--- config.mk ---
export PLATFORM = sky130hd
export DESIGN_NAME = ultrasonic_echo_ranger
export DESIGN_NICKNAME = d
export VERILOG_FILES = /design/src/uer_pkg.sv /design/src/ultrasonic_echo_ranger.sv
export SDC_FILE = /design/constraint.sdc
export NUM_CORES = 1
export LEC_CHECK = 0
export ABC_AREA = 1
export BUFFER_PORTS_ARGS = -buffer_cell sky130_fd_sc_hd__buf_2
export CAP_MARGIN = 25
export CORE_UTILIZATION = 58
export CTS_BUF_LIST = sky130_fd_sc_hd__clkbuf_4 sky130_fd_sc_hd__clkbuf_8
export DETAILED_ROUTE_END_ITERATION = 8
export GPL_TIMING_DRIVEN = 0
export PLACE_DENSITY_LB_ADDON = 0.1
export SLEW_MARGIN = 20
export SYNTH_ARGS = -nofsm -noshare
export SYNTH_HDL_FRONTEND = slang
export SYNTH_SLANG_ARGS = --single-unit
--- constraint.sdc ---
create_clock -name clk -period 5 [get_ports clk]
set_input_delay 0.75 -clock clk [delete_from_list [all_inputs] [get_ports clk]]
set_output_delay 0.75 -clock clk [all_outputs]
set_load 0.005 [all_outputs]
--- src/uer_pkg.sv ---
// Shared types, constants and the control store for the ultrasonic echo ranger.
// Used by ultrasonic_echo_ranger, uer_checker and the bench tb; depends on nothing else.
package uer_pkg;

  // Limits and field widths
  localparam int MAX_PINGS   = 8;
  localparam int TRIG_W      = 10;
  localparam int TIMEOUT_W   = 16;
  localparam int SETTLE_W    = 16;
  localparam int COUNT_W     = 4;
  localparam int CFG_W       = 16;
  localparam int CFG_IDX_W   = 2;
  localparam int TICK_W      = 16;
  localparam int TOTAL_W     = 20;
  localparam int PING_W      = $clog2(MAX_PINGS + 1);
  localparam int ERR_W       = 2;
  localparam int DIST_W      = 14;

  // Distance scaling: eighth-cm = width * 8 / 58, rounded half up
  localparam int SCALE_SHIFT = 3;
  localparam int CM_TICKS    = 58;
  localparam int DEN_W       = $clog2(CM_TICKS * MAX_PINGS + 1);
  localparam int DVD_W       = TOTAL_W + SCALE_SHIFT + 1;
  localparam int ITER_W      = $clog2(DVD_W);

  // Register indexes
  localparam logic [CFG_IDX_W-1:0] CFG_TRIGGER_WIDTH = 2'd0;
  localparam logic [CFG_IDX_W-1:0] CFG_ECHO_TIMEOUT  = 2'd1;
  localparam logic [CFG_IDX_W-1:0] CFG_SETTLE        = 2'd2;
  localparam logic [CFG_IDX_W-1:0] CFG_SAMPLE_COUNT  = 2'd3;

  // Register reset values
  localparam logic [TRIG_W-1:0]    RST_TRIGGER_WIDTH = 10'd20;
  localparam logic [TIMEOUT_W-1:0] RST_ECHO_TIMEOUT  = 16'd60000;
  localparam logic [SETTLE_W-1:0]  RST_SETTLE        = 16'd50000;
  localparam logic [COUNT_W-1:0]   RST_SAMPLE_COUNT  = 4'd5;

  // Error codes
  localparam logic [ERR_W-1:0] ERR_NONE     = 2'd0;
  localparam logic [ERR_W-1:0] ERR_NO_RISE  = 2'd1;
  localparam logic [ERR_W-1:0] ERR_TOO_LONG = 2'd2;

  // Microprogram step addresses
  typedef enum logic [2:0] {
    ST_IDLE,
    ST_TRIG,
    ST_WAIT,
    ST_HIGH,
    ST_SETTLE,
    ST_DIV
  } step_t;

  // Branch conditions a control word can test
  typedef enum logic [3:0] {
    COND_NEVER,
    COND_TRIG_END,
    COND_ECHO,
    COND_RISE_TIMEOUT,
    COND_ECHO_LONG,
    COND_SETTLE_END,
    COND_LAST_PING,
    COND_DIV_LAST,
    COND_DIV_FINISH
  } cond_t;

  // Datapath operations
  typedef enum logic [3:0] {
    OP_NONE,
    OP_CNT_INC,
    OP_CNT_CLR,
    OP_PW_SET1,
    OP_PW_INC,
    OP_ACCUM,
    OP_ERR_RISE,
    OP_ERR_LONG,
    OP_DIV_START,
    OP_DIV_STEP,
    OP_DIV_DONE
  } op_t;

  // One control word: two tests, three branches (a, else b, else c)
  typedef struct packed {
    logic  consume;
    logic  trig;
    cond_t cond_a;
    cond_t cond_b;
    step_t next_a;
    op_t   op_a;
    step_t next_b;
    op_t   op_b;
    step_t next_c;
    op_t   op_c;
  } uword_t;

  // Control store
  function automatic uword_t ucode_rom(input step_t s);
    uword_t w;
    unique case (s)
      ST_IDLE:   w = '{1'b1, 1'b0, COND_NEVER, COND_NEVER,
                       ST_IDLE, OP_NONE, ST_IDLE, OP_NONE, ST_IDLE, OP_NONE};
      ST_TRIG:   w = '{1'b1, 1'b1, COND_TRIG_END, COND_NEVER,
                       ST_WAIT, OP_CNT_CLR, ST_TRIG, OP_NONE, ST_TRIG, OP_CNT_INC};
      ST_WAIT:   w = '{1'b1, 1'b0, COND_ECHO, COND_RISE_TIMEOUT,
                       ST_HIGH, OP_PW_SET1, ST_IDLE, OP_ERR_RISE, ST_WAIT, OP_CNT_INC};
      ST_HIGH:   w = '{1'b1, 1'b0, COND_ECHO_LONG, COND_ECHO,
                       ST_IDLE, OP_ERR_LONG, ST_HIGH, OP_PW_INC, ST_SETTLE, OP_ACCUM};
      ST_SETTLE: w = '{1'b1, 1'b0, COND_LAST_PING, COND_SETTLE_END,
                       ST_DIV, OP_DIV_START, ST_TRIG, OP_CNT_CLR, ST_SETTLE, OP_CNT_INC};
      ST_DIV:    w = '{1'b0, 1'b0, COND_DIV_FINISH, COND_DIV_LAST,
                       ST_IDLE, OP_DIV_DONE, ST_DIV, OP_NONE, ST_DIV, OP_DIV_STEP};
      default:   w = '{1'b1, 1'b0, COND_NEVER, COND_NEVER,
                       ST_IDLE, OP_NONE, ST_IDLE, OP_NONE, ST_IDLE, OP_NONE};
    endcase
    return w;
  endfunction

endpackage

--- src/ultrasonic_echo_ranger.sv ---
// Top level of the ultrasonic echo ranger: microcoded sequencer and datapath.
// Depends on uer_pkg for types, constants and the control store.
//
// Usage:
//   Each input item is one microsecond tick (start_req, echo_level); each one
//   gives exactly one result item (trigger level, busy, done, error, distance).
//   A start request while idle begins a measurement: the trigger pin is high
//   for trigger_width_us ticks, the echo rise and high time are timed, then
//   settle_us + 1 settle ticks follow; this repeats sample_count times (0 as 1, over 8 as 8).
//   The result of a tick, but for the final settle tick of a good measurement, is
//   registered and shows in the cycle after the tick is accepted; one tick is taken
//   per cycle while the output is free.  That final settle tick starts the restoring
//   divider for the mean distance, which retires one quotient bit per cycle over a
//   24-bit dividend (the last bit waits for a free output); no tick is taken while it runs.
//   An error (echo never rose, or stayed high too long) ends the measurement
//   on that tick with done set and busy clear.
//   Reset (rst_n low, synchronous) returns the sequencer to idle, drops the
//   pending result and loads the register defaults (20, 60000, 50000, 5).
//   While out_stall holds a pending result, in_stall is raised, so the output
//   register drains and refills in the same cycle once the stall lifts.
//   Configuration writes are taken at any cycle with cfg_we high.
module ultrasonic_echo_ranger
  import uer_pkg::*;
(
  input  logic                 clk,
  input  logic                 rst_n,
  // tick input channel
  input  logic                 in_valid,
  output logic                 in_stall,
  input  logic                 in_start_req,
  input  logic                 in_echo_level,
  // result channel
  output logic                 out_valid,
  input  logic                 out_stall,
  output logic                 out_trigger_level,
  output logic                 out_busy_res,
  output logic                 out_done_res,
  output logic [ERR_W-1:0]     out_error_code,
  output logic [DIST_W-1:0]    out_distance_eighth_cm,
  // configuration write port
  input  logic                 cfg_we,
  input  logic [CFG_IDX_W-1:0] cfg_index,
  input  logic [CFG_W-1:0]     cfg_wdata
);

  // Condition flags seen by the sequencer
  typedef struct packed {
    logic trig_end;
    logic echo;
    logic rise_timeout;
    logic echo_long;
    logic settle_end;
    logic last_ping;
    logic div_last;
    logic div_finish;
  } cond_flags_t;

  function automatic logic cond_pick(input cond_t c, input cond_flags_t f);
    logic hit;
    unique case (c)
      COND_NEVER:        hit = 1'b0;
      COND_TRIG_END:     hit = f.trig_end;
      COND_ECHO:         hit = f.echo;
      COND_RISE_TIMEOUT: hit = f.rise_timeout;
      COND_ECHO_LONG:    hit = f.echo_long;
      COND_SETTLE_END:   hit = f.settle_end;
      COND_LAST_PING:    hit = f.last_ping;
      COND_DIV_LAST:     hit = f.div_last;
      COND_DIV_FINISH:   hit = f.div_finish;
      default:           hit = 1'b0;
    endcase
    return hit;
  endfunction

  // Configuration registers
  logic [TRIG_W-1:0]    cfg_trig_r;
  logic [TIMEOUT_W-1:0] cfg_timeout_r;
  logic [SETTLE_W-1:0]  cfg_settle_r;
  logic [COUNT_W-1:0]   cfg_count_r;

  // Sequencer and datapath registers
  step_t              step_r, step_nxt;
  logic [TICK_W-1:0]  cnt_r;
  logic [TICK_W-1:0]  pw_r;
  logic [PING_W-1:0]  ping_r;
  logic [TOTAL_W-1:0] wt_r;
  logic [DEN_W-1:0]   rem_r;
  logic [DVD_W-1:0]   quo_r;
  logic [ITER_W-1:0]  iter_r;

  // Output register
  logic              out_valid_r;
  logic              trig_out_r, busy_out_r, done_out_r;
  logic [ERR_W-1:0]  err_out_r;
  logic [DIST_W-1:0] dist_out_r;

  // Combinational signals
  uword_t            uw;
  cond_flags_t       flags;
  op_t               op;
  logic              out_free, fire, start_now, load_out;
  step_t             eff_step;
  logic [TICK_W-1:0] cnt_eff, cnt_inc;
  logic [TRIG_W-1:0] tw_eff;
  logic [PING_W-1:0] wanted;
  logic [DEN_W-1:0]  den;
  logic [DVD_W-1:0]  dividend;
  logic [DEN_W:0]    trial;
  logic              q_bit;
  logic [DEN_W-1:0]  rem_new;
  logic [DVD_W-1:0]  quo_new;
  logic [DIST_W-1:0] q_sat;
  logic              trig_o, busy_o, done_o;
  logic [ERR_W-1:0]  err_o;
  logic [DIST_W-1:0] dist_o;

  // A start tick maps idle onto the trigger step; both take input items
  assign out_free  = !out_valid_r || !out_stall;
  assign in_stall  = !(uw.consume && out_free);
  assign start_now = (step_r == ST_IDLE) && in_start_req;
  assign eff_step  = start_now ? ST_TRIG : step_r;

  // Register clamps
  assign tw_eff = (cfg_trig_r == '0) ? TRIG_W'(1) : cfg_trig_r;
  always_comb begin
    if (cfg_count_r == '0) begin
      wanted = PING_W'(1);
    end else if (int'(cfg_count_r) > MAX_PINGS) begin
      wanted = PING_W'(MAX_PINGS);
    end else begin
      wanted = PING_W'(cfg_count_r);
    end
  end

  // Divider: denominator 58 * pings, dividend width * 8 + half denominator
  assign den      = DEN_W'({{(DEN_W-PING_W){1'b0}}, ping_r} * DEN_W'(CM_TICKS));
  assign dividend = DVD_W'({wt_r, {SCALE_SHIFT{1'b0}}}) + DVD_W'(den >> 1);
  assign trial    = {rem_r, quo_r[DVD_W-1]};
  assign q_bit    = trial >= {1'b0, den};
  assign rem_new  = q_bit ? DEN_W'(trial - {1'b0, den}) : DEN_W'(trial);
  assign quo_new  = {quo_r[DVD_W-2:0], q_bit};
  assign q_sat    = (|quo_new[DVD_W-1:DIST_W]) ? '1 : quo_new[DIST_W-1:0];

  // Counter increment; a start tick counts from zero
  assign cnt_eff = start_now ? '0 : cnt_r;
  assign cnt_inc = cnt_eff + TICK_W'(1);

  // Condition flags
  always_comb begin
    flags.trig_end     = cnt_inc >= TICK_W'(tw_eff);
    flags.echo         = in_echo_level;
    flags.rise_timeout = cnt_inc >= cfg_timeout_r;
    flags.echo_long    = in_echo_level && (pw_r >= cfg_timeout_r);
    flags.settle_end   = cnt_r >= cfg_settle_r;
    flags.last_ping    = flags.settle_end && (ping_r >= wanted);
    flags.div_last     = iter_r == ITER_W'(DVD_W - 1);
    flags.div_finish   = flags.div_last && out_free;
  end

  // Next step and operation from the control word
  always_comb begin
    uw = ucode_rom(eff_step);
    priority if (cond_pick(uw.cond_a, flags)) begin
      step_nxt = uw.next_a;
      op       = uw.op_a;
    end else if (cond_pick(uw.cond_b, flags)) begin
      step_nxt = uw.next_b;
      op       = uw.op_b;
    end else begin
      step_nxt = uw.next_c;
      op       = uw.op_c;
    end
    fire = uw.consume ? (in_valid && out_free) : 1'b1;
  end

  // Result fields for the current step
  always_comb begin
    trig_o   = uw.trig;
    busy_o   = step_nxt != ST_IDLE;
    done_o   = (op == OP_ERR_RISE) || (op == OP_ERR_LONG) || (op == OP_DIV_DONE);
    err_o    = ERR_NONE;
    dist_o   = '0;
    load_out = fire && ((uw.consume && (op != OP_DIV_START)) || (op == OP_DIV_DONE));
    unique case (op)
      OP_ERR_RISE: err_o = ERR_NO_RISE;
      OP_ERR_LONG: err_o = ERR_TOO_LONG;
      OP_DIV_DONE: dist_o = q_sat;
      default:     err_o = ERR_NONE;
    endcase
  end

  // Configuration registers
  always_ff @(posedge clk) begin
    if (!rst_n) begin
      cfg_trig_r    <= RST_TRIGGER_WIDTH;
      cfg_timeout_r <= RST_ECHO_TIMEOUT;
      cfg_settle_r  <= RST_SETTLE;
      cfg_count_r   <= RST_SAMPLE_COUNT;
    end else if (cfg_we) begin
      unique case (cfg_index)
        CFG_TRIGGER_WIDTH: cfg_trig_r    <= cfg_wdata[TRIG_W-1:0];
        CFG_ECHO_TIMEOUT:  cfg_timeout_r <= cfg_wdata[TIMEOUT_W-1:0];
        CFG_SETTLE:        cfg_settle_r  <= cfg_wdata[SETTLE_W-1:0];
        CFG_SAMPLE_COUNT:  cfg_count_r   <= cfg_wdata[COUNT_W-1:0];
        default:           cfg_count_r   <= cfg_count_r;
      endcase
    end
  end

  // Step register
  always_ff @(posedge clk) begin
    if (!rst_n) begin
      step_r <= ST_IDLE;
    end else if (fire) begin
      step_r <= step_nxt;
    end
  end

  // Datapath counters and accumulators
  always_ff @(posedge clk) begin
    if (!rst_n) begin
      cnt_r  <= '0;
      ping_r <= '0;
      iter_r <= '0;
    end else if (fire) begin
      if (start_now) begin
        ping_r <= '0;
        wt_r   <= '0;
        pw_r   <= '0;
      end
      unique case (op)
        OP_CNT_INC: cnt_r <= cnt_inc;
        OP_CNT_CLR: cnt_r <= '0;
        OP_PW_SET1: pw_r  <= TICK_W'(1);
        OP_PW_INC:  pw_r  <= pw_r + TICK_W'(1);
        OP_ACCUM: begin
          wt_r   <= wt_r + TOTAL_W'(pw_r);
          ping_r <= ping_r + PING_W'(1);
          cnt_r  <= '0;
        end
        OP_DIV_START: begin
          quo_r  <= dividend;
          rem_r  <= '0;
          iter_r <= '0;
        end
        OP_DIV_STEP: begin
          quo_r  <= quo_new;
          rem_r  <= rem_new;
          iter_r <= iter_r + ITER_W'(1);
        end
        default: cnt_r <= cnt_r;
      endcase
    end
  end

  // Output register
  always_ff @(posedge clk) begin
    if (!rst_n) begin
      out_valid_r <= 1'b0;
    end else if (load_out) begin
      out_valid_r <= 1'b1;
    end else if (!out_stall) begin
      out_valid_r <= 1'b0;
    end
  end

  always_ff @(posedge clk) begin
    if (load_out) begin
      trig_out_r <= trig_o;
      busy_out_r <= busy_o;
      done_out_r <= done_o;
      err_out_r  <= err_o;
      dist_out_r <= dist_o;
    end
  end

  assign out_valid              = out_valid_r;
  assign out_trigger_level      = trig_out_r;
  assign out_busy_res           = busy_out_r;
  assign out_done_res           = done_out_r;
  assign out_error_code         = err_out_r;
  assign out_distance_eighth_cm = dist_out_r;

endmodule

==> results of run 1 <==
==> metal layers <==
metal | vias to the layer above | GRT usage (%)
met3 | 42 | 5.56
met4 | 0 | 7.57
met2 | 303 | 45.2
met5 | - | 0
met1 | 4164 | 40.5
li1 | 4585 | -
==> cell usage after synthesis, drive strengths merged <==
cell type / number
nand3b: 4
xor2: 28
or3: 1
edfxtp: 88
clkbuf: 25
nor3b: 9
ha: 106
nand2: 231
o21ai: 99
nand4: 13
fa: 7
o22ai: 2
nor3: 23
and3: 1
a21oi: 124
o21a: 5
xnor2: 16
a211oi: 7
inv: 195
clkinv: 1
buf: 9
nand3: 90
o2111ai: 1
o31ai: 1
nor2: 118
dfxtp: 75
or2: 2
a31o: 1
o21bai: 1
nor4: 7
a21o: 2
o221a: 1
a31oi: 4
o211ai: 19
==> area by class of cell <==
type	instances	area (µm²)
repair buffers	56	340
clock buffers	17	234
clock inverters	15	130
inverters	196	742
plain buffers	34	174
well taps	229	287
multi-input cells	923	5610
flip-flops and latches	163	4150
fillers	1584	6240
diodes	1	2.50
==> per-stage QoR <==
step	TNS (ns)	worst slack, ns	power [mW]	hold WS, ns
floorplan	0	0.144	2.41	0.430
global placement	-136.60	-1.78	2.68	0.451
detailed placement	-86.30	-1.00	2.70	0.449
CTS	0	0.0209	3.62	0.472
global route	0	0.0169	3.87	0.507
finish	0	0.352	3.64	0.467
==> logic make-up after synthesis <==
logic type / count (synthesis) / synth area share (%)
adders and majority gates: 113 / 13.9
and+or+nand+nor: 499 / 21.1
xor gates and xnor gates: 44 / 3.64
buffers and inverters: 230 / 8.58
DFF: 163 / 39.1
AOI/OAI and AO/OA: 267 / 13.6
==> layout by cell type, fill, tap and decap left out, types with 8 or more instances in the layout <==
master    synthesis  routed
o211ai_1         19      19
nor3b_1           9       8
inv_1           189     188
xor2_1           28      27
xnor2_1          16      16
nand3_1          85      84
clkbuf_1         25      24
nand4_1          11      11
ha_1            106     106
buf_2             3      48
dfxtp_1          75      73
nand2_2           7       8
nor2_1          111     107
nor3_1           22      22
a21oi_1         124     123
clkbuf_8          0      17
edfxtp_1         88      88
o21ai_0          97      97
buf_4             1       8
nand2_1         222     221
==> sequential cells by signal (all words and copies together) (netlist names) <==
name	count
cfg_trig_r	10
out_done_res	1
out_valid	1
cnt_r	16
rem_r	9
out_error_code	2
out_busy_res	1
quo_r	24
out_distance_eighth_cm	14
cfg_timeout_r	16
pw_r	16
step_r	3
cfg_settle_r	16
iter_r	5
wt_r	20
out_trigger_level	1
ping_r	4
cfg_count_r	4
==> critical path, cell delays in order, from the launching register on <==
cell      delay (ns)
dfxtp_1         0.43
nor2_1          0.08
nand2_2         0.07
buf_6           0.15
buf_6           0.15
inv_1           0.11
nor2_4          0.19
ha_1            0.24
nand4_2         0.20
nor2_4          0.22
buf_4           0.14
xnor2_1         0.19
ha_1            0.30
nand2_1         0.08
nor2_1          0.06
nand2_1         0.06
o211ai_1        0.08
nand2_1         0.07
nand3_1         0.13
nand2_1         0.13
nand3_2         0.16
inv_1           0.14
nand2_2         0.19
inv_4           0.21
o21ai_4         0.12
nor2_4          0.18
buf_12          0.21
==> worst paths after layout <==
path | start | end | cells after the start | slack, ns
hold reg to reg | cfg_settle_r[7] | cfg_settle_r[7] | 2 | 0.47
setup / recovery | step_r[0] | quo_r[18] | 26 | 0.35
setup reg to reg | step_r[0] | quo_r[18] | 26 | 0.35
hold / removal | cfg_settle_r[7] | cfg_settle_r[7] | 2 | 0.47
==> repair_timing <==
| action | CTS | global route |
|---|---|---|
| buffers inserted | 0 | 8 |
| gates cloned | 0 | 0 |
| pin swaps | 0 | 4 |
| endpoints found under the setup margin | 105 | 142 |
| gates resized for setup | 6 | 12 |
==> where the power goes <==
group	internal [mW]	total [mW]	switching [mW]
Combinational	0.409	1.09	0.685
Clock	0.397	0.925	0.529
Sequential	1.51	1.62	0.109
Total	2.32	3.64	1.32
==> results.py, run 1 <==
metrics = {
    "drt": {
        "ant_nets": 0,
        "route.met2.wl_um": 11600,
        "met3WireLength_um": 1850,
        "drt_pass1_iterations": 5,
        "via_per_inst": 5.57,
        "wl_met1_um": 11800,
        "drt_iter0_drc": 646,
        "post_drt_wl_per_cell_um": 15.7,
        "vias": 9094,
        "totalWireLength_um": 25700,
        "drc": 0,
        "top_layer": "met4",
    },
    "placement": {
        "dp.cells": 1593,
        "portBuffers": 45,
        "place.gp.congestion": 0.925,
        "hpwl_um": 19900,
        "placed_area_mm2": 0.0112,
    },
    "layout": {
        "layout-drive-gt1-share_pct": 10.2,
        "finalNetCount": 1529,
        "syn2layout_area_growth_pct": 10.2,
        "finalNonFillerCells": 1634,
        "final_util_pct": 65.2,
        "fin_area_mm2": 0.0117,
    },
    "yosys": {
        "synth_area_leader_cell": "edfxtp_1",
        "yosysTopAreaCellShare_pct": 25.0,
        "synth_seq_cells": 163,
        "yosysWarnings": 0,
        "syn_inst": 1316,
        "syn_nets": 1454,
        "synth.distinct_cells": 46,
        "netlist_area_mm2": 0.0106,
        "ys_seq_area_share_pct": 39.1,
        "synth_area_leaders": "edfxtp_1 (25%), dfxtp_1 (14%), ha_1 (13%), nand2_1 (7.9%), inv_1 (6.7%)",
        "syn_area_per_cell_um2": 8.05,
    },
    "cts": {
        "clk_pin_slew_worst_paths_ns": 0.09,
        "clk_latency_ns": 0.46,
        "cts_tree": "done",
        "cts_buffer_depth": 2,
        "htree_levels": 4,
        "clock-root-buffer": "clkbuf_8",
        "numCtsBuffers": 17,
        "cts.sinks": 163,
        "cts_hold_buffers": 0,
    },
    "critical_path": {
        "crit_fanout": 27,
        "crit_type": "reg2reg",
        "worstPathRequired_ns": 5.17,
        "cp_data_arrival_time_ns": 4.81,
        "critPathLaunchType": "flop",
        "setup.worst_path.end_class": "flop",
    },
    "timing": {
        "tightest_slew_ns": 0.781,
        "finClkSkew_ns": 0.0111,
        "fin_crit_ns": 4.65,
        "setup_viol": 0,
        "hold_viol": 0,
        "finalMaxSlewViolations": 0,
        "rsz0062_at_grt": "false",
        "timing.final.crit_share_pct": 93.0,
        "relSlewSlack_pct": 47.4,
        "max_freq_mhz": 215,
    },
    "floorplanning": {
        "die_area_mm2": 0.0188,
        "core-area_mm2": 0.0179,
        "io-pin-count": 46,
        "rows": 49,
        "die_h_um": 137,
        "initial_core_util_pct": 59.1,
        "chipWidth_um": 137,
    },
    "outcome": {
        "outcome": "finished, final reports clean",
    },
    "job": {
        "drv_cap": 0,
    },
    "global_routing": {
        "grt_pass1_wl_um": 41400,
        "antenna_found_initial": 1,
        "gr-total-overflow": 0,
        "grt_max_degree": 28,
        "grt.total_usage_pct": 28.8,
        "grt_pass1_vias": 8252,
    },
    "power": {
        "power_density_mw_per_mm2": 312,
        "leakagePower_nw": 5.41,
        "ir_drop_mv": 0.197,
    },
    "hold_path": {
        "hp-class": "reg2reg",
    },
}
Note: power is estimated with default switching activity, not from simulation.
==> inputs of run 2 (changes only) <==
Settings changed: CORE_UTILIZATION 58 to 70.
Clock period 5 ns to 5.48 ns, I/O delays scaled along.
==> run 2 against run 1 <==
  * Sequential cell count is the same
  * Combinational power shrank 8%
  * Die area shrank 17%
  * Via count grew 2.3%
  * Sequential share of layout area grew 0.13 points
  * Highest routed layer unchanged
  * Non-clock buffer count shrank 6
  * Critical endpoint is now quo_r[4]
  * The flow now finishes with violations (DRC)
  * Wire length shrank 1.7%
==> results.py, run 2 (synthesis results as in run 1) <==
metrics = {
    "outcome": {
        "outcome": "finished, violations left",
        "violations": "DRC",
    },
    "cts": {
        "clock-root-buffer": "clkbuf_8",
        "cts.sinks": 163,
        "numCtsBuffers": 17,
        "clk_latency_ns": 0.47,
        "cts_buffer_depth": 2,
        "clk_pin_slew_worst_paths_ns": 0.10,
        "htree_levels": 4,
        "cts_tree": "done",
    },
    "critical_path": {
        "startpoint": "in_start_req",
        "worstPathRequired_ns": 5.66,
        "cp_top_family": "simple AND/OR/NAND/NOR gates",
        "crit_end": "quo_r[4]",
        "crit_path_top_delay_cell": "xor2_1",
        "r2r_slack_ns": 0.27,
        "r2r_end": "quo_r[4]",
        "setup.worst_path.end_class": "flop",
        "r2r_start": "step_r[0]",
        "cp_data_arrival_time_ns": 5.42,
        "critPathLaunchType": "input port",
        "reg2regPathDepth": 24,
        "cp_num_cells": 26,
        "cpMostUsedCell": "inv_1",
        "critical-path-max-stage-delay_ns": 0.35,
        "crit_type": "in2reg",
        "crit_fanout": 18,
        "critical_path_buf_inv_count": 9,
    },
    "timing": {
        "max_freq_mhz": 191,
        "timing.final.crit_share_pct": 95.7,
        "finalMaxSlewViolations": 0,
        "setup_tns_ns": 0,
        "rsz0062_at_grt": "false",
        "finalWorstSetupSlack_ns": 0.236,
        "finClkSkew_ns": 0.0177,
        "tightest_slew_ns": 0.758,
        "hold_viol": 0,
        "setup_viol": 0,
        "fin_crit_ns": 5.24,
        "relSlewSlack_pct": 48.9,
    },
    "drt": {
        "via_per_inst": 5.88,
        "ant_nets": 0,
        "totalWireLength_um": 25300,
        "drt_iter0_drc": 951,
        "post_drt_wl_per_cell_um": 16.0,
        "drt_pass1_iterations": 9,
        "vias": 9305,
        "drc": 10,
    },
    "layout": {
        "layout-drive-gt1-share_pct": 9.30,
        "syn2layout_area_growth_pct": 9.71,
        "finalNonFillerCells": 1582,
        "layout_common_cells": "nand2_1 (222), inv_1 (188), a21oi_1 (123)",
        "antenna_cells": 0,
        "largestRegisters": "quo_r x24, wt_r x20",
        "max_flop_register": "quo_r",
        "final_common_cell": "nand2_1",
        "finalNetCount": 1523,
        "largest_reg_flops": 24,
        "fin_area_mm2": 0.0116,
    },
    "floorplanning": {
        "die_area_mm2": 0.0156,
        "die_h_um": 125,
        "chipWidth_um": 125,
        "initial_core_util_pct": 72.3,
        "core-area_mm2": 0.0146,
        "io-pin-count": 46,
        "rows": 44,
    },
    "global_routing": {
        "grt_max_degree": 19,
        "grt.total_usage_pct": 33.4,
        "grt_pass1_vias": 8531,
        "grt_pass1_wl_um": 41000,
        "antenna_found_initial": 0,
        "gr-total-overflow": 0,
    },
    "hold_path": {
        "whs_path_depth": 2,
        "hp-class": "reg2reg",
    },
    "placement": {
        "pre_cts_slack_ns": -0.765,
        "portBuffers": 45,
        "place.gp.congestion": 0.917,
        "dp.cells": 1548,
        "hpwl_um": 19200,
        "placed_area_mm2": 0.0111,
    },
    "power": {
        "ir_drop_mv": 0.231,
        "leakagePower_nw": 5.39,
        "p_total_mw": 3.43,
        "power_density_mw_per_mm2": 296,
    },
    "job": {
        "drv_cap": 0,
    },
}
-- run 2: cell type report --
| class | instances | area [µm²] |
|---|---|---|
| Multi-Input combinational cell | 923 | 5580 |
| Sequential cell | 163 | 4140 |
| Fill cell | 1043 | 3030 |
| Inverter | 196 | 742 |
| Timing Repair Buffer | 50 | 319 |
| Clock buffer | 19 | 249 |
| Tap cell | 184 | 230 |
| Clock inverter | 13 | 184 |
| Buffer | 34 | 173 |
-- run 2: how the worst min path moves through the flow --
stage	from	endpoint
final	cfg_settle_r[1]	cfg_settle_r[1]
after global routing	cfg_settle_r[2]	cfg_settle_r[2]
after CTS	cfg_settle_r[1]	cfg_settle_r[1]
after detailed placement	cfg_count_r[0]	cfg_count_r[0]
after global placement	cfg_count_r[0]	cfg_count_r[0]
after floorplan	cfg_count_r[0]	cfg_count_r[0]
-- run 2: report_power, final --
| part | total [mW] | switching (mW) | internal [mW] |
|---|---|---|---|
| registers | 1.46 | 0.0847 | 1.38 |
| clock network | 0.966 | 0.461 | 0.505 |
| logic | 1.00 | 0.633 | 0.371 |
-- run 2: repair_timing --
| item | CTS | global route |
|---|---|---|
| cloned | 0 | 0 |
| setup buffers | 1 | 1 |
| setup endpoints to repair | 53 | 112 |
| hold buffers | 0 | 0 |
| pin swaps | 1 | 0 |
| gates resized for setup | 2 | 6 |
-- run 2: layer usage --
layer  share of wire (%)  up-vias  wire (µm)  GRT usage, %
met5                   0        -          0             0
met4                 2.1        0        541          10.5
met3                 8.2       55       2080          6.25
met2                  46      384      11600          54.5
met1                  44     4276      11100          45.3
li1                    -     4590          -             -
-- run 2: stage by stage --
stage	hold WS [ns]	util [%]
2_1_floorplan	0.430	-
3_3_place_gp	0.447	75.4
3_5_place_dp	0.451	75.9
4_1_cts	0.471	79.0
5_1_grt	0.496	79.3
6_report	0.476	79.3
-- run 2: worst min-delay path, cell delays in order, from the launching register on --
cell     delay (ns)
dfxtp_1        0.31
inv_1          0.07
a21oi_1        0.06
==> inputs of run 3 (changes only) <==
Settings changed: CORE_ASPECT_RATIO set to 0.9, CORE_UTILIZATION 70 to 58.
Clock period 5.48 ns to 4.72 ns, I/O delays scaled along.
==> run 3 against run 2 <==
  * The flow now finishes without violations
  * Global-route usage shrank 3.7 points
  * Sequential cell count is the same
  * Via count shrank 1.4%
  * Cell count grew 4.2%
  * Critical endpoint is now quo_r[19]
  * Non-clock buffer count grew 8
  * Sequential share of layout area shrank 0.64 points
  * Sequential power grew 18%
  * Combinational power grew 21%
  * Die area grew 20%
==> results.py, run 3 (synthesis results as in run 1) <==
metrics = {
    "drt": {
        "post_drt_wl_per_cell_um": 16.1,
        "wl_met1_um": 12800,
        "drt_iter0_drc": 774,
        "met3WireLength_um": 1920,
        "via_per_inst": 5.57,
        "route.met2.wl_um": 11400,
        "vias": 9176,
        "drc": 0,
        "ant_nets": 0,
        "top_layer": "met4",
        "drt_pass1_iterations": 6,
        "totalWireLength_um": 26600,
    },
    "layout": {
        "max_flop_register": "quo_r",
        "layout-drive-gt1-share_pct": 11.6,
        "largest_reg_flops": 24,
        "finalNonFillerCells": 1648,
        "largestRegisters": "quo_r x24, wt_r x20",
        "antenna_cells": 0,
        "nFillCells": 1551,
        "final_common_cell": "nand2_1",
        "final_util_pct": 66.9,
        "finalNetCount": 1533,
        "syn2layout_area_growth_pct": 12.0,
        "layout_common_cells": "nand2_1 (220), inv_1 (188), a21oi_1 (122)",
    },
    "critical_path": {
        "setup.worst_path.end_class": "flop",
        "cp_data_arrival_time_ns": 4.70,
        "crit_type": "reg2reg",
        "crit_fanout": 17,
        "r2r_slack_ns": 0.20,
        "critical-path-max-stage-delay_ns": 0.40,
        "crit_path_top_delay_cell": "dfxtp_1",
        "reg2regPathDepth": 27,
        "worstPathRequired_ns": 4.90,
        "critPathLaunchType": "flop",
        "cpMostUsedCell": "nand2_1",
    },
    "cts": {
        "numCtsBuffers": 17,
        "cts_buffer_depth": 2,
        "clk_latency_ns": 0.46,
        "cts_tree": "done",
        "clk_pin_slew_worst_paths_ns": 0.10,
        "clock-root-buffer": "clkbuf_8",
        "htree_levels": 4,
        "cts.sinks": 163,
    },
    "timing": {
        "tightest_slew_ns": 1.00,
        "rsz0062_at_grt": "true",
        "relSlewSlack_pct": 32.4,
        "finClkSkew_ns": 0.0141,
        "timing.final.crit_share_pct": 95.8,
        "fin_crit_ns": 4.52,
        "finalMaxSlewViolations": 0,
        "hold_viol": 0,
        "setup_tns_ns": 0,
        "setup_viol": 0,
        "max_freq_mhz": 221,
        "holdWs_ns": 0.469,
    },
    "placement": {
        "hpwl_um": 19900,
        "place.gp.congestion": 0.936,
        "portBuffers": 45,
        "dp.cells": 1602,
    },
    "job": {
        "drv_cap": 0,
    },
    "power": {
        "p_total_mw": 4.05,
        "ir_drop_mv": 0.217,
        "power_density_mw_per_mm2": 341,
        "leakagePower_nw": 5.48,
    },
    "hold_path": {
        "hp-class": "reg2reg",
        "whs_path_depth": 2,
    },
    "global_routing": {
        "gr-total-overflow": 0,
        "antenna_found_initial": 0,
        "grt_pass1_wl_um": 42300,
        "grt.total_usage_pct": 29.7,
        "grt_pass1_vias": 8355,
        "grt_max_degree": 18,
    },
    "floorplanning": {
        "die_area_mm2": 0.0188,
        "rows": 46,
        "initial_core_util_pct": 59.7,
        "io-pin-count": 46,
        "core-area_mm2": 0.0177,
        "chipWidth_um": 144,
        "die_h_um": 130,
    },
    "outcome": {
        "outcome": "finished, final reports clean",
    },
}
-- run 3: report_power, final --
part / total [mW] / switching (mW) / internal, mW / leakage [nW]
combinational: 1.21 / 0.766 / 0.440 / 3.83
clock: 1.12 / 0.586 / 0.539 / 0.208
sequential: 1.72 / 0.114 / 1.60 / 1.45
total: 4.05 / 1.46 / 2.58 / 5.48
-- run 3: path summary, 6_finish.rpt --
kind | startpoint | endpoint
max reg2reg | step_r[2] | quo_r[19]
min | cfg_settle_r[10] | cfg_settle_r[10]
min reg2reg | cfg_settle_r[10] | cfg_settle_r[10]
max | step_r[2] | quo_r[19]
-- run 3: final cells by class --
class,instances,area (µm²),share of cell area (%)
Buffer,34,178,1.50
Multi-Input combinational cell,925,5690,48.0
Clock buffer,17,234,1.97
Inverter,196,744,6.28
Tap cell,240,300,2.53
Clock inverter,15,194,1.64
Timing Repair Buffer,58,364,3.07
Sequential cell,163,4150,35.0
-- run 3: stage by stage --
| step | setup WS (ns) | area (µm²) |
|---|---|---|
| CTS | 0.0447 | 11800 |
| finish | 0.199 | 11900 |
| global placement | -1.60 | 11100 |
| detailed placement | -1.68 | 11100 |
| global route | -0.0350 | 11900 |
| floorplan | 0.250 | 10600 |
-- run 3: worst max-delay path, delay by kind of cell (launching register included) --
family | cells | cell delay, ns
fa+ha+maj | 2 | 0.46
simple gates | 14 | 1.74
compound gates | 3 | 0.39
flops | 1 | 0.40
buf+inv | 8 | 1.23
-- run 3: routing by layer --
metal	vias up	track usage, %
met5	-	0
met3	38	6.06
li1	4595	-
met4	0	8.67
met1	4241	42.5
met2	302	45.2
-- run 3: repair_timing --
action / CTS / global route
pin swaps: 5 / 5
setup buffers: 8 / 4
gates cloned: 2 / 0
endpoints found under the hold margin: 0 / 0
hold buffers: 0 / 0
setup endpoints to repair: 164 / 134
gates resized for setup: 21 / 22
